[config.mk]
export PLATFORM = sky130hd
export DESIGN_NAME = fraction_to_boundary_step_top
export DESIGN_NICKNAME = d
export VERILOG_FILES = /design/src/rtl/ftb_pkg.sv /design/src/rtl/ftb_serial_div.sv /design/src/rtl/fraction_to_boundary_step_top.sv
export SDC_FILE = /design/constraint.sdc
export NUM_CORES = 1
export LEC_CHECK = 0
export ABC_AREA = 1
export BUFFER_PORTS_ARGS = -buffer_cell sky130_fd_sc_hd__buf_2
export CAP_MARGIN = 20
export CORE_MARGIN = 2
export CORE_UTILIZATION = 49
export CTS_BUF_LIST = sky130_fd_sc_hd__clkbuf_8
export CTS_CLUSTER_DIAMETER = 40
export DETAILED_ROUTE_END_ITERATION = 16
export PLACE_DENSITY = 0.66
export SLEW_MARGIN = 20
export SYNTH_ARGS = -nofsm -noshare
export SYNTH_HDL_FRONTEND = slang
export SYNTH_SLANG_ARGS = --single-unit
[constraint.sdc]
create_clock -name clk -period 9 [get_ports clk]
set_input_delay 0.9 -clock clk [delete_from_list [all_inputs] [get_ports clk]]
set_output_delay 0.9 -clock clk [all_outputs]
set_load 0.05 [all_outputs]
[src/rtl/ftb_pkg.sv]
// Shared constants and types for the fraction-to-boundary step block.
package ftb_pkg;

	localparam int VALUE_WIDTH_DEF = 32;
	localparam int FRAC_BITS_DEF   = 16;

	// Default safety margin, given in Q0.16 and rescaled to the fraction width in use.
	localparam int MARGIN_RESET_Q16 = 65208;

	typedef struct packed {
		logic done;
		logic ok;
	} ftb_status_t;

endpackage

[src/rtl/ftb_serial_div.sv]
// Bit-serial margin multiplier and restoring divider forming one candidate fraction.
module ftb_serial_div #(
	parameter int VALUE_WIDTH = ftb_pkg::VALUE_WIDTH_DEF,
	parameter int FRAC_BITS   = ftb_pkg::FRAC_BITS_DEF
) (
	input  logic                     clk,
	input  logic                     arst_n,
	input  logic                     start,
	input  logic [FRAC_BITS:0]       margin,
	input  logic [VALUE_WIDTH-1:0]   vmag,
	input  logic [VALUE_WIDTH-1:0]   dmag,
	output ftb_pkg::ftb_status_t     status,
	output logic [FRAC_BITS-1:0]     quotient
);
	import ftb_pkg::*;

	localparam int W     = VALUE_WIDTH + FRAC_BITS + 1;
	localparam int CNT_W = $clog2(FRAC_BITS + 1);

	typedef enum logic [2:0] {
		C_IDLE = 3'b001,
		C_MUL  = 3'b010,
		C_DIV  = 3'b100
	} core_state_t;

	core_state_t          state_q;
	logic [CNT_W-1:0]     cnt_q;
	logic                 done_q;
	logic                 ok_q;
	logic [W-1:0]         acc_q;
	logic [W-1:0]         mcand_q;
	logic [FRAC_BITS:0]   mplier_q;
	logic [W-1:0]         dsr_q;
	logic [FRAC_BITS-1:0] q_q;
	logic                 ge;
	logic [W-1:0]         diff;
	logic                 top_step;

	assign ge       = (acc_q >= dsr_q);
	assign diff     = acc_q - dsr_q;
	assign top_step = (cnt_q == CNT_W'(FRAC_BITS));

	always_ff @(posedge clk or negedge arst_n) begin
		if (!arst_n) begin
			state_q <= C_IDLE;
			cnt_q   <= '0;
			done_q  <= 1'b0;
			ok_q    <= 1'b0;
		end else begin
			done_q <= 1'b0;
			unique case (state_q)
				C_IDLE: begin
					if (start) begin
						state_q <= C_MUL;
					end
				end
				C_MUL: begin
					if (mplier_q == '0) begin
						cnt_q   <= CNT_W'(FRAC_BITS);
						state_q <= C_DIV;
					end
				end
				C_DIV: begin
					if (top_step) begin
						if (ge) begin
							done_q  <= 1'b1;
							ok_q    <= 1'b0;
							state_q <= C_IDLE;
						end else begin
							cnt_q <= cnt_q - 1'b1;
						end
					end else if (cnt_q == '0) begin
						done_q  <= 1'b1;
						ok_q    <= 1'b1;
						state_q <= C_IDLE;
					end else begin
						cnt_q <= cnt_q - 1'b1;
					end
				end
				default: begin
					state_q <= C_IDLE;
				end
			endcase
		end
	end

	always_ff @(posedge clk) begin
		case (state_q)
			C_IDLE: begin
				if (start) begin
					acc_q    <= '0;
					mcand_q  <= W'(vmag);
					mplier_q <= margin;
					dsr_q    <= W'(dmag) << FRAC_BITS;
				end
			end
			C_MUL: begin
				if (mplier_q != '0) begin
					if (mplier_q[0]) begin
						acc_q <= acc_q + mcand_q;
					end
					mcand_q  <= mcand_q << 1;
					mplier_q <= mplier_q >> 1;
				end
			end
			C_DIV: begin
				if (ge) begin
					acc_q <= diff;
				end
				dsr_q <= dsr_q >> 1;
				if (!top_step) begin
					q_q <= {q_q[FRAC_BITS-2:0], ge};
				end
			end
			default: begin
			end
		endcase
	end

	assign status.done = done_q;
	assign status.ok   = ok_q;
	assign quotient    = q_q;

endmodule

[src/rtl/fraction_to_boundary_step_top.sv]
// Top level of the fraction-to-boundary step block: handshakes, running minimum, result register.
//
// Each item carries a value and its search direction; the block keeps the smallest admissible
// fraction tau*|value|/|direction| below 1.0 and delivers it, then restarts at 1.0, on the item
// marked last. An item whose direction is zero, whose value is zero or whose signs agree skips
// the datapath. Any other item goes through a shared bit-serial datapath: it is accepted, then
// multiplied by margin_rate one bit at a time up to the highest set bit, then divided in steps
// of one quotient bit each after a first step that rejects a fraction of 1.0 or more, and the
// result is folded into the running minimum. A last item then passes through ST_EMIT, which
// loads the result register. New items are taken only while the datapath is free.
module fraction_to_boundary_step_top #(
	parameter int VALUE_WIDTH = ftb_pkg::VALUE_WIDTH_DEF,
	parameter int FRAC_BITS   = ftb_pkg::FRAC_BITS_DEF
) (
	input  logic                          clk,
	input  logic                          arst_n,
	input  logic                          cfg_we,
	input  logic [FRAC_BITS:0]            cfg_wdata,
	input  logic                          in_valid,
	output logic                          in_stall,
	input  logic signed [VALUE_WIDTH-1:0] value,
	input  logic signed [VALUE_WIDTH-1:0] direction,
	input  logic                          last,
	output logic                          out_valid,
	input  logic                          out_stall,
	output logic [FRAC_BITS:0]            step_size
);
	import ftb_pkg::*;

	localparam int NW = FRAC_BITS + 1;
	localparam logic [NW-1:0] ONE_RAW = NW'(1) << FRAC_BITS;
	localparam longint MARGIN_RESET_L = (FRAC_BITS >= 16)
		? (longint'(MARGIN_RESET_Q16) << (FRAC_BITS - 16))
		: (longint'(MARGIN_RESET_Q16) >> (16 - FRAC_BITS));
	localparam logic [NW-1:0] MARGIN_RESET = NW'(MARGIN_RESET_L);

	typedef enum logic [2:0] {
		ST_IDLE = 3'b001,
		ST_RUN  = 3'b010,
		ST_EMIT = 3'b100
	} top_state_t;

	top_state_t             state_q;
	logic [NW-1:0]          margin_rate_q;
	logic [NW-1:0]          running_min_q;
	logic                   last_q;
	logic                   out_valid_q;
	logic [NW-1:0]          step_size_q;
	logic                   in_accept;
	logic                   vneg;
	logic                   dneg;
	logic [VALUE_WIDTH-1:0] vmag;
	logic [VALUE_WIDTH-1:0] dmag;
	logic                   eligible;
	logic                   start;
	logic                   out_free;
	ftb_status_t            core_status;
	logic [FRAC_BITS-1:0]   quotient;

	assign in_stall  = (state_q != ST_IDLE);
	assign in_accept = in_valid && !in_stall;

	assign vneg = value[VALUE_WIDTH-1];
	assign dneg = direction[VALUE_WIDTH-1];
	assign vmag = vneg ? (~value + 1'b1) : value;
	assign dmag = dneg ? (~direction + 1'b1) : direction;

	assign eligible = (vmag != '0) && (dmag != '0) && (vneg != dneg);
	assign start    = in_accept && eligible;
	assign out_free = !out_valid_q || !out_stall;

	ftb_serial_div #(
		.VALUE_WIDTH(VALUE_WIDTH),
		.FRAC_BITS  (FRAC_BITS)
	) u_div (
		.clk     (clk),
		.arst_n  (arst_n),
		.start   (start),
		.margin  (margin_rate_q),
		.vmag    (vmag),
		.dmag    (dmag),
		.status  (core_status),
		.quotient(quotient)
	);

	always_ff @(posedge clk or negedge arst_n) begin
		if (!arst_n) begin
			state_q       <= ST_IDLE;
			margin_rate_q <= MARGIN_RESET;
			running_min_q <= ONE_RAW;
			last_q        <= 1'b0;
			out_valid_q   <= 1'b0;
		end else begin
			if (cfg_we) begin
				margin_rate_q <= cfg_wdata;
			end
			if ((state_q == ST_EMIT) && out_free) begin
				out_valid_q <= 1'b1;
			end else if (out_valid_q && !out_stall) begin
				out_valid_q <= 1'b0;
			end
			unique case (state_q)
				ST_IDLE: begin
					if (in_accept) begin
						last_q <= last;
						if (eligible) begin
							state_q <= ST_RUN;
						end else if (last) begin
							state_q <= ST_EMIT;
						end
					end
				end
				ST_RUN: begin
					if (core_status.done) begin
						if (core_status.ok && (quotient != '0)
						    && ({1'b0, quotient} < running_min_q)) begin
							running_min_q <= {1'b0, quotient};
						end
						state_q <= last_q ? ST_EMIT : ST_IDLE;
					end
				end
				ST_EMIT: begin
					if (out_free) begin
						running_min_q <= ONE_RAW;
						state_q       <= ST_IDLE;
					end
				end
				default: begin
					state_q <= ST_IDLE;
				end
			endcase
		end
	end

	always_ff @(posedge clk) begin
		if ((state_q == ST_EMIT) && out_free) begin
			step_size_q <= running_min_q;
		end
	end

	assign out_valid = out_valid_q;
	assign step_size = step_size_q;

endmodule
==> out/results.ini, run 1 <==
[status]
status=complete, no violations

[synthesis]
ys_ff_latch=245
yosys_most_used_dff=sky130_fd_sc_hd__edfxtp_1
avg_inst_size_synth_sq_um=7.22
synthTopCellsByCount=sky130_fd_sc_hd__nand2_1, sky130_fd_sc_hd__inv_1, sky130_fd_sc_hd__nor2_1
synth.net_count=2802
synth_top_area_share_pct=31.4
synth.most_common_cell=sky130_fd_sc_hd__nand2_1
yosys_warnings=0
post_synth_inst_count=2599
synth.top_cells.by_area=sky130_fd_sc_hd__edfxtp_1, sky130_fd_sc_hd__nand2_1, sky130_fd_sc_hd__inv_1
synth-seq-area-share_pct=38.0
synth_area_sq_um=18800
synthDominantAreaCellType=sky130_fd_sc_hd__edfxtp_1
synth_enable_flop_cells=196
yosys.cell_types.count=58
synthArstFlopShare_pct=20.0

[floorplanning]
initial_utilization_pct=49.8
chipHeight_um=200
floorplan.die_area_sq_um=39900
io-pin-count=106
dieWidth_um=200
fp.coreArea_sq_um=37700
rows=71

[routing]
routed-via-count=17400
remaining_drc_errors=0
routedWlPerCell_um=16.5
wirelength_mm=54.0
dr.first_iter.drc_count=1333
count_of_tritonroute_iterations_in_the_first_routing_pass=7
avgViaCountPerCell=5.34
post_route_antenna_net_violation_count=0

[clock_network]
cts-htree-levels=2
cts_max_path_buffers=3
post_cts.repair.setup_buffers=0
cts.reportedPaths.clkPinSlew_ns=0.06
tritoncts=yes
clock_sink_count=245
cts_buffers=46
post_cts.resized_instances=0
clock_latency_ns=0.65
clk_root_buffer_cell=sky130_fd_sc_hd__clkbuf_8
cts_hold_buf=0

[place]
dp_hpwl_mm=42.7
gp_congestion=0.932
placedCellCount=3180
setup_slack_placement_ns=4.52
portBuffers=105

[grt]
grt_antenna_before_repair=0
grt_start_max_net_pins=111
grt.total_usage_pct=27.3
global_route.overflow_total=0
first_pass_grt_wire_length_mm=85.0
first_global_vias=16400

[worst_setup_path]
cpMaxStageDelayCell=sky130_fd_sc_hd__buf_4
worst-setup-path-type=in2reg
critical_path.startpoint_type=input pin
worst_path_max_fanout=40
critPathMostFrequentCell=sky130_fd_sc_hd__nand2_1
startpoint_of_the_most_critical_register_to_register_path=u_div.acc_q[25]
critical_path.endpoint_type=flip-flop
timing.critical_path.slowest_cell_delay_ns=0.58
worst-path-buf-inv=3
critical_path.startpoint=direction[31]
worst-endpoint-required_ns=9.21
worst-endpoint-arrival_ns=4.14
timing.critical_path.cells=buf_2 > inv_1 > a21oi_1 > nor2_4 > nand2_1 > nand2_1 > nand2_1 > nor2_1 > nand3_1 > nor2_1 > nand3_2 > nand4_2 > or2_4 > o21ai_4 > buf_4
worst_path_dominant_cell_family=buffers and inverters

[timing]
maxSlewHeadroom_pct=37.4
max_freq_ghz=0.255
timing_worst_slew_pin_value_ns=0.938
post-route-period-util_pct=43.6
timing.setup.tns_ns=0
setup_viol_count_final=0
rsz0062_at_grt=no
layout_min_cycle_time_ns=3.93
postLayoutSetupSlackWorst_ns=5.07
final-max-slew-violation-count=0
worst_clock_skew_ns=0.0798
finalHoldViolations=0

[finish]
layoutNonFillerInstCount=3266
antenna-diode-count=0
sequential_cell_area_sq_um=7130
multiInputGateArea_sq_um=9910
synthToLayoutAreaGrowth_pct=11.0
utilization_pct=55.3
layout.filler_cells=3809
layout-drive-gt1-share_pct=9.62
final_nets=2920

[power_and_ir_drop]
cellLeakagePower_uw=0.00923
pwrdens_nw_per_um2=121
total_power_uw=2520
vdd_drop_max_v=0.000101

[hold_path]
min_path_type=in2async

[run]
timing.max_cap.violations=0

==> flip-flops by register name (all words and copies together), names as in the netlist <==
| name | flops |
|---|---|
| u_div.acc_q | 49 |
| u_div.mcand_q | 49 |
| u_div.dsr_q | 48 |
| margin_rate_q | 17 |
| running_min_q | 17 |
| step_size | 17 |
| u_div.mplier_q | 17 |
| u_div.quotient | 16 |
| u_div.cnt_q | 5 |
| state_q | 3 |
| u_div.state_q | 3 |
| last_q | 1 |
| out_valid | 1 |
| u_div.done_q | 1 |
| u_div.ok_q | 1 |
==> metrics by stage <==
step                      hold slack, ns  instance area, sq um
after global placement             0.461                 19800
after detailed placement           0.457                 19900
final                              0.377                 20800
after global routing               0.413                 20800
after CTS                          0.366                 20800
after floorplan                    0.431                 18800
==> cell usage in the layout, fill, tap and decap left out, types with 14 or more instances in the layout <==
| cell | instances |
|---|---|
| sky130_fd_sc_hd__nand3_1 | 110 |
| sky130_fd_sc_hd__a31oi_1 | 35 |
| sky130_fd_sc_hd__nand4_1 | 35 |
| sky130_fd_sc_hd__dfstp_2 | 14 |
| sky130_fd_sc_hd__edfxtp_1 | 196 |
| sky130_fd_sc_hd__xnor2_1 | 17 |
| sky130_fd_sc_hd__nor3_1 | 33 |
| sky130_fd_sc_hd__ha_1 | 114 |
| sky130_fd_sc_hd__dfrtp_1 | 35 |
| sky130_fd_sc_hd__a21oi_1 | 206 |
| sky130_fd_sc_hd__o21a_1 | 18 |
| sky130_fd_sc_hd__xor2_1 | 33 |
| sky130_fd_sc_hd__buf_2 | 105 |
| sky130_fd_sc_hd__or2_2 | 19 |
| sky130_fd_sc_hd__clkbuf_8 | 51 |
| sky130_fd_sc_hd__nor2_1 | 339 |
| sky130_fd_sc_hd__o21ai_0 | 239 |
| sky130_fd_sc_hd__nand2_1 | 556 |
| sky130_fd_sc_hd__inv_1 | 432 |
==> worst register-to-register path: cells and delay by family (launching register included) <==
family                     cells  cell delay, ns
AOI/OAI and AO/OA              2            0.37
adders and majority gates      1            0.41
buffers and inverters          2            0.60
DFF                            1            0.45
and+or+nand+nor                7            1.38
==> final cells by class <==
cell class	count	area share (%)
clock inverters	35	1.24
multi-input cells	1890	47.6
well taps	511	3.07
flip-flops and latches	245	34.2
clock buffers	51	3.37
repair buffers	115	2.94
inverters	419	7.56
==> worst paths after layout <==
kind | to | slack, ns | depth (start not counted)
worst min-delay path | running_min_q[9] | 0.38 | 2
max in group asynchronous | u_div.state_q[1] | 8.15 | 2
worst max register to register | u_div.acc_q[14] | 5.39 | 12
min in group clk | margin_rate_q[0] | 0.47 | 3
worst max-delay path | u_div.mcand_q[2] | 5.07 | 15
worst min register to register | step_size[10] | 0.47 | 0
==> cells by family (layout without fill, tap and decap cells) <==
logic type | Yosys count | after routing | share of synthesized area, %
compound gates | 575 | 575 | 16.7
xor+xnor | 50 | 50 | 2.33
fa+ha+maj | 116 | 116 | 7.81
buf+inv | 464 | 620 | 9.43
flops | 245 | 245 | 38.0
mux | 1 | 1 | 0.0600
simple gates | 1148 | 1148 | 25.7
==> power breakdown <==
part | switching (uW) | internal (uW)
Clock | 510 | 617
Sequential | 2.07 | 1230
Combinational | 106 | 54.3
==> routing by layer <==
layer | wire, um | track usage, %
met2 | 24800 | 44.2
met4 | 1350 | 8.18
met3 | 3080 | 4.35
met1 | 24700 | 37.7
met5 | 0 | 0
Power figures use the tool's default switching activity.
==> run 2, diff against run 1 <==
==> constraint.sdc (replaced) <==
create_clock -name clk -period 4 [get_ports clk]
set_input_delay 0.4 -clock clk [delete_from_list [all_inputs] [get_ports clk]]
set_output_delay 0.4 -clock clk [all_outputs]
set_load 0.05 [all_outputs]
==> run 2 against run 1 <==
Net effect: combinational power increased by 130%; cell count rose by 0.55%; worst hold slack worse by 0.31 ns; total power rose by 140%; die area did not move; critical path depth decreased by 1; sequential share of layout area shrank 0.53 points; global-route usage is 0.31 points higher; sequential power rose by 130%; clock-buffer cell count is 1 higher.
==> out/results.ini, run 2 (synthesized netlist as in run 1, its figures left out) <==
[power_and_ir_drop]
pwrdens_nw_per_um2=280
vdd_drop_max_v=0.000335
cellLeakagePower_uw=0.00931

[finish]
biggest_registers_after_layout=u_div.acc_q: 49 flops, u_div.mcand_q: 49 flops, u_div.dsr_q: 48 flops
fin_area_sq_um=21200
final_nets=2942
antenna-diode-count=0
most_common_library_cell_in_the_layout_ignoring_fill_and_taps=sky130_fd_sc_hd__nand2_1
layout-drive-gt1-share_pct=9.77
most_used_cells_in_the_layout_excluding_fill_and_tap_cells=sky130_fd_sc_hd__nand2_1, sky130_fd_sc_hd__inv_1, sky130_fd_sc_hd__nor2_1
synthToLayoutAreaGrowth_pct=12.7

[grt]
gr-usage-met1_pct=37.9
grt.total_usage_pct=27.6
first_pass_grt_wire_length_mm=86.1
global_route.overflow_total=0
globalRouteMet2Util_pct=44.9
top_usage_layer=met2
grt_antenna_before_repair=0
grt_util_met3_pct=3.75
grt_start_max_net_pins=82
first_global_vias=16700

[worst_setup_path]
startpoint_of_the_most_critical_register_to_register_path=u_div.acc_q[35]
regToRegSetupSlack_ns=0.78
critical_path.startpoint_type=flip-flop
worst-endpoint-arrival_ns=3.59
worst_path_max_fanout=5
timing.reg2reg.worst_path_depth=14
critical_path.endpoint_type=flip-flop
critical_path.reg2reg.endpoint=u_div.acc_q[44]
worst-setup-path-type=reg2reg
worst-endpoint-required_ns=4.37

[timing]
max_freq_ghz=0.311
setup_viol_count_final=0
layout_min_cycle_time_ns=3.22
timing_worst_slew_pin_value_ns=0.765
rsz0062_at_grt=no
timing.setup.tns_ns=0
final-max-slew-violation-count=0
finalHoldViolations=0
worst_clock_skew_ns=0.0325
maxSlewHeadroom_pct=49.0
post-route-period-util_pct=80.5

[hold_path]
min_path_type=in2reg
hold_depth=3
worst_hold_path.endpoint=last_q
holdCritStartpoint=last

[status]
status=complete, no violations

[floorplanning]
floorplan.die_area_sq_um=39900
io-pin-count=106
initial_utilization_pct=49.8
rows=71
dieWidth_um=200
chipHeight_um=200
fp.coreArea_sq_um=37700

[place]
portBuffers=105
dp_hpwl_mm=43.1
gp_congestion=0.968
dpl_cell_area_sq_um=19900

[clock_network]
post_cts.repair.setup_buffers=0
clk_root_buffer_cell=sky130_fd_sc_hd__clkbuf_8
cts_buffers=46
tritoncts=yes
post_cts.resized_instances=0
clock_sink_count=245
cts_max_path_buffers=3
cts.reportedPaths.clkPinSlew_ns=0.06
cts-htree-levels=2
cts_hold_buf=19
clock_latency_ns=0.63

[routing]
routedWlPerCell_um=16.6
count_of_tritonroute_iterations_in_the_first_routing_pass=6
avgViaCountPerCell=5.38
routed-via-count=17700
dr.first_iter.drc_count=1297
post_route_antenna_net_violation_count=0
wirelength_mm=54.5
remaining_drc_errors=0

[run]
timing.max_cap.violations=0

[run 2: layer usage]
layer	vias up	share of wire, %
li1	8973	-
met1	8068	46
met2	513	46
met3	102	5.7
met4	0	3.1
met5	-	0
[run 2: power breakdown]
group | internal (uW) | switching (uW) | total [uW]
registers | 2770 | 5.06 | 2770
clock network | 1650 | 1130 | 2780
logic | 135 | 243 | 378
total | 4560 | 1380 | 5930
[run 2: per-stage QoR]
| step | util, % | worst slack (ns) | hold WS, ns | total power [uW] | std cells |
|---|---|---|---|---|---|
| floorplan | - | 0.178 | 0.104 | 3040 | 2599 |
| global placement | 52.9 | 0.686 | 0.298 | 3180 | 3183 |
| detailed placement | 52.9 | 0.548 | 0.297 | 3190 | 3183 |
| CTS | 56.2 | 0.842 | 0.0296 | 6010 | 3284 |
| global route | 56.2 | 0.476 | 0.0677 | 6170 | 3284 |
| finish | 56.2 | 0.780 | 0.0702 | 5930 | 3284 |
[run 2: area by class of cell]
type | instances | area [sq um]
fillers | 3720 | 16500
multi-input cells | 1890 | 9910
flip-flops and latches | 245 | 7130
inverters | 419 | 1570
repair buffers | 137 | 851
clock buffers | 52 | 716
well taps | 511 | 639
clock inverters | 30 | 337
[run 2: worst max path at each step]
stage / slack [ns] / endpoint / from
finish: 0.78 / u_div.acc_q[44] / u_div.acc_q[35]
global placement: 0.69 / u_div.mcand_q[48] / value[31]
floorplan: 0.18 / u_div.acc_q[0] / value[1]
detailed placement: 0.55 / u_div.mcand_q[45] / direction[31]
CTS: 0.84 / u_div.acc_q[44] / u_div.acc_q[35]
global route: 0.48 / u_div.acc_q[44] / u_div.acc_q[0]
[run 2: worst max-delay path: stages, from the launching register on]
cell and delay [ns]:
sky130_fd_sc_hd__edfxtp_1 0.47, sky130_fd_sc_hd__ha_1 0.40, sky130_fd_sc_hd__nand2_1 0.11, sky130_fd_sc_hd__nor2_1 0.27
sky130_fd_sc_hd__inv_1 0.16, sky130_fd_sc_hd__nor2_1 0.13, sky130_fd_sc_hd__inv_1 0.06, sky130_fd_sc_hd__nor3_1 0.37
sky130_fd_sc_hd__nand3_1 0.24, sky130_fd_sc_hd__o2111ai_1 0.28, sky130_fd_sc_hd__nand2_1 0.11, sky130_fd_sc_hd__nand2_1 0.10
sky130_fd_sc_hd__a21oi_1 0.06, sky130_fd_sc_hd__o21ai_0 0.13, sky130_fd_sc_hd__nand2_1 0.08
==> run 3, diff against run 2 <==
==> constraint.sdc (replaced) <==
create_clock -name clk -period 3.1 [get_ports clk]
set_input_delay 0.31 -clock clk [delete_from_list [all_inputs] [get_ports clk]]
set_output_delay 0.31 -clock clk [all_outputs]
set_load 0.05 [all_outputs]
==> run 3 against run 2 <==
Net effect: wire length increased by 2.8%; total power is 22% higher; cell count grew 1.6%; die area unchanged; critical path depth stayed put; register-to-register slack worse by 0.67 ns; non-clock buffer count is 43 higher; sequential share of layout area down 0.70 points; first-iteration DRC count up 12%; sequential power rose by 29%; global-route usage is 0.38 points higher; via count grew 1.8%.
==> out/results.ini, run 3 (synthesized netlist as in run 1, its figures left out) <==
[routing]
count_of_tritonroute_iterations_in_the_first_routing_pass=5
remaining_drc_errors=0
routedWlPerCell_um=16.8
routed-via-count=18000
wirelength_mm=56.0
avgViaCountPerCell=5.38
post_route_antenna_net_violation_count=0
dr.first_iter.drc_count=1459

[clock_network]
tritoncts=yes
cts-htree-levels=2
clock_sink_count=245
cts_max_path_buffers=3
cts_buffers=50
cts.reportedPaths.clkPinSlew_ns=0.06
clock_latency_ns=0.65
clk_root_buffer_cell=sky130_fd_sc_hd__clkbuf_8

[grt]
first_global_vias=16600
grt_antenna_before_repair=1
first_pass_grt_wire_length_mm=87.3
global_route.overflow_total=0
grt.total_usage_pct=28.0
grt_start_max_net_pins=115

[floorplanning]
fp.coreArea_sq_um=37700
rows=71
floorplan.die_area_sq_um=39900
io-pin-count=106
chipHeight_um=200
initial_utilization_pct=49.8
dieWidth_um=200

[timing]
finalHoldWorstSlack_ns=0.112
timing_worst_slew_pin_value_ns=0.781
max_freq_ghz=0.334
layout_min_cycle_time_ns=2.99
rsz0062_at_grt=yes
setup_viol_count_final=0
finalHoldViolations=0
maxSlewHeadroom_pct=47.9
worst_clock_skew_ns=0.0292
final-max-slew-violation-count=0
post-route-period-util_pct=96.5
postLayoutSetupSlackWorst_ns=0.109

[worst_setup_path]
critical_path.endpoint_type=flip-flop
worst-endpoint-required_ns=3.49
critical_path.startpoint_type=flip-flop
worst-endpoint-arrival_ns=3.38
worst-setup-path-type=reg2reg
worst_path_max_fanout=6

[finish]
antenna-diode-count=0
biggest_registers_after_layout=u_div.acc_q: 49 flops, u_div.mcand_q: 49 flops, u_div.dsr_q: 48 flops
utilization_pct=57.4
layoutNonFillerInstCount=3338
multiInputGateArea_sq_um=10100
most_used_cells_in_the_layout_excluding_fill_and_tap_cells=sky130_fd_sc_hd__nand2_1, sky130_fd_sc_hd__inv_1, sky130_fd_sc_hd__nor2_1
most_common_library_cell_in_the_layout_ignoring_fill_and_taps=sky130_fd_sc_hd__nand2_1
sequential_cell_area_sq_um=7130
layout.filler_cells=3664
layout-drive-gt1-share_pct=11.7
final_nets=2990
synthToLayoutAreaGrowth_pct=15.1

[place]
placedCellCount=3218
dp_hpwl_mm=43.5
portBuffers=105
setup_slack_placement_ns=0.0519
gp_congestion=0.989

[power_and_ir_drop]
cellLeakagePower_uw=0.00957
vdd_drop_max_v=0.000282
pwrdens_nw_per_um2=334

[run]
timing.max_cap.violations=0

[hold_path]
min_path_type=in2reg

[status]
status=complete, no violations

run 3: changes by cell type in the layout (fill, tap and decap cells not counted), sizes merged, moves of 2 or more:
cell	change
bufinv	-7
buf	+38
inv	+15
dlygate4sd3	+4
clkinv	+2
run 3: report_power, final:
| part | switching (uW) | internal, uW | leakage (uW) |
|---|---|---|---|
| Sequential | 6.44 | 3570 | 0.00220 |
| Clock | 1530 | 1590 | 0.000542 |
| Combinational | 325 | 187 | 0.00682 |
run 3: final cells by class:
cell class | count | share of cell area (%)
clock buffer | 52 | 3.31
clock inverter | 40 | 1.01
inverter | 419 | 7.29
multi-input combinational | 1891 | 46.6
sequential | 245 | 33.0
tap | 511 | 2.96
timing repair buffer | 180 | 5.84
run 3: through the flow:
step	power, uW	setup TNS [ns]	area [sq um]
2_1_floorplan	3930	0	18800
3_3_place_gp	4110	0	20200
3_5_place_dp	4120	0	20200
4_1_cts	7290	0	21400
5_1_grt	7530	-0.0795	21600
6_report	7210	0	21600
run 3: repair_timing:
action	in CTS	in global routing
buffers inserted	0	1
endpoints found under the setup margin	0	91
hold buffers	23	0
hold endpoints to repair	51	0
resized for setup	0	33
run 3: worst paths after layout:
kind / startpoint / to / slack (ns) / cells past startpoint
min in group asynchronous: arst_n / running_min_q[9] / 0.27 / 2
worst min register to register: u_div.done_q / state_q[1] / 0.47 / 1
worst max register to register: u_div.acc_q[20] / u_div.acc_q[0] / 0.11 / 14
worst max-delay path: u_div.acc_q[20] / u_div.acc_q[0] / 0.11 / 14
max in group asynchronous: arst_n / margin_rate_q[9] / 2.00 / 3
worst min-delay path: cfg_we / margin_rate_q[13] / 0.11 / 3
run 3: per-layer routing:
layer  up-vias  global-route usage [%]  wire length [um]
li1       9058                       -                 -
met1      8298                    38.5             25300
met2       523                    45.0             25600
met3        94                    4.03              3290
met4         0                    10.2              1810
met5         -                       0                 0
run 3: worst max-delay path, cell delays in order, from the launching register on:
cell                        delay, ns
sky130_fd_sc_hd__edfxtp_1        0.46
sky130_fd_sc_hd__ha_1            0.32
sky130_fd_sc_hd__buf_4           0.15
sky130_fd_sc_hd__nand2_1         0.10
sky130_fd_sc_hd__inv_1           0.05
sky130_fd_sc_hd__a21oi_1         0.26
sky130_fd_sc_hd__o21ai_0         0.19
sky130_fd_sc_hd__a21oi_1         0.15
sky130_fd_sc_hd__o21ai_0         0.12
sky130_fd_sc_hd__a21oi_1         0.14
sky130_fd_sc_hd__nand3_1         0.16
sky130_fd_sc_hd__o22ai_1         0.26
sky130_fd_sc_hd__a21oi_4         0.08
sky130_fd_sc_hd__buf_12          0.15
sky130_fd_sc_hd__clkbuf_16       0.16
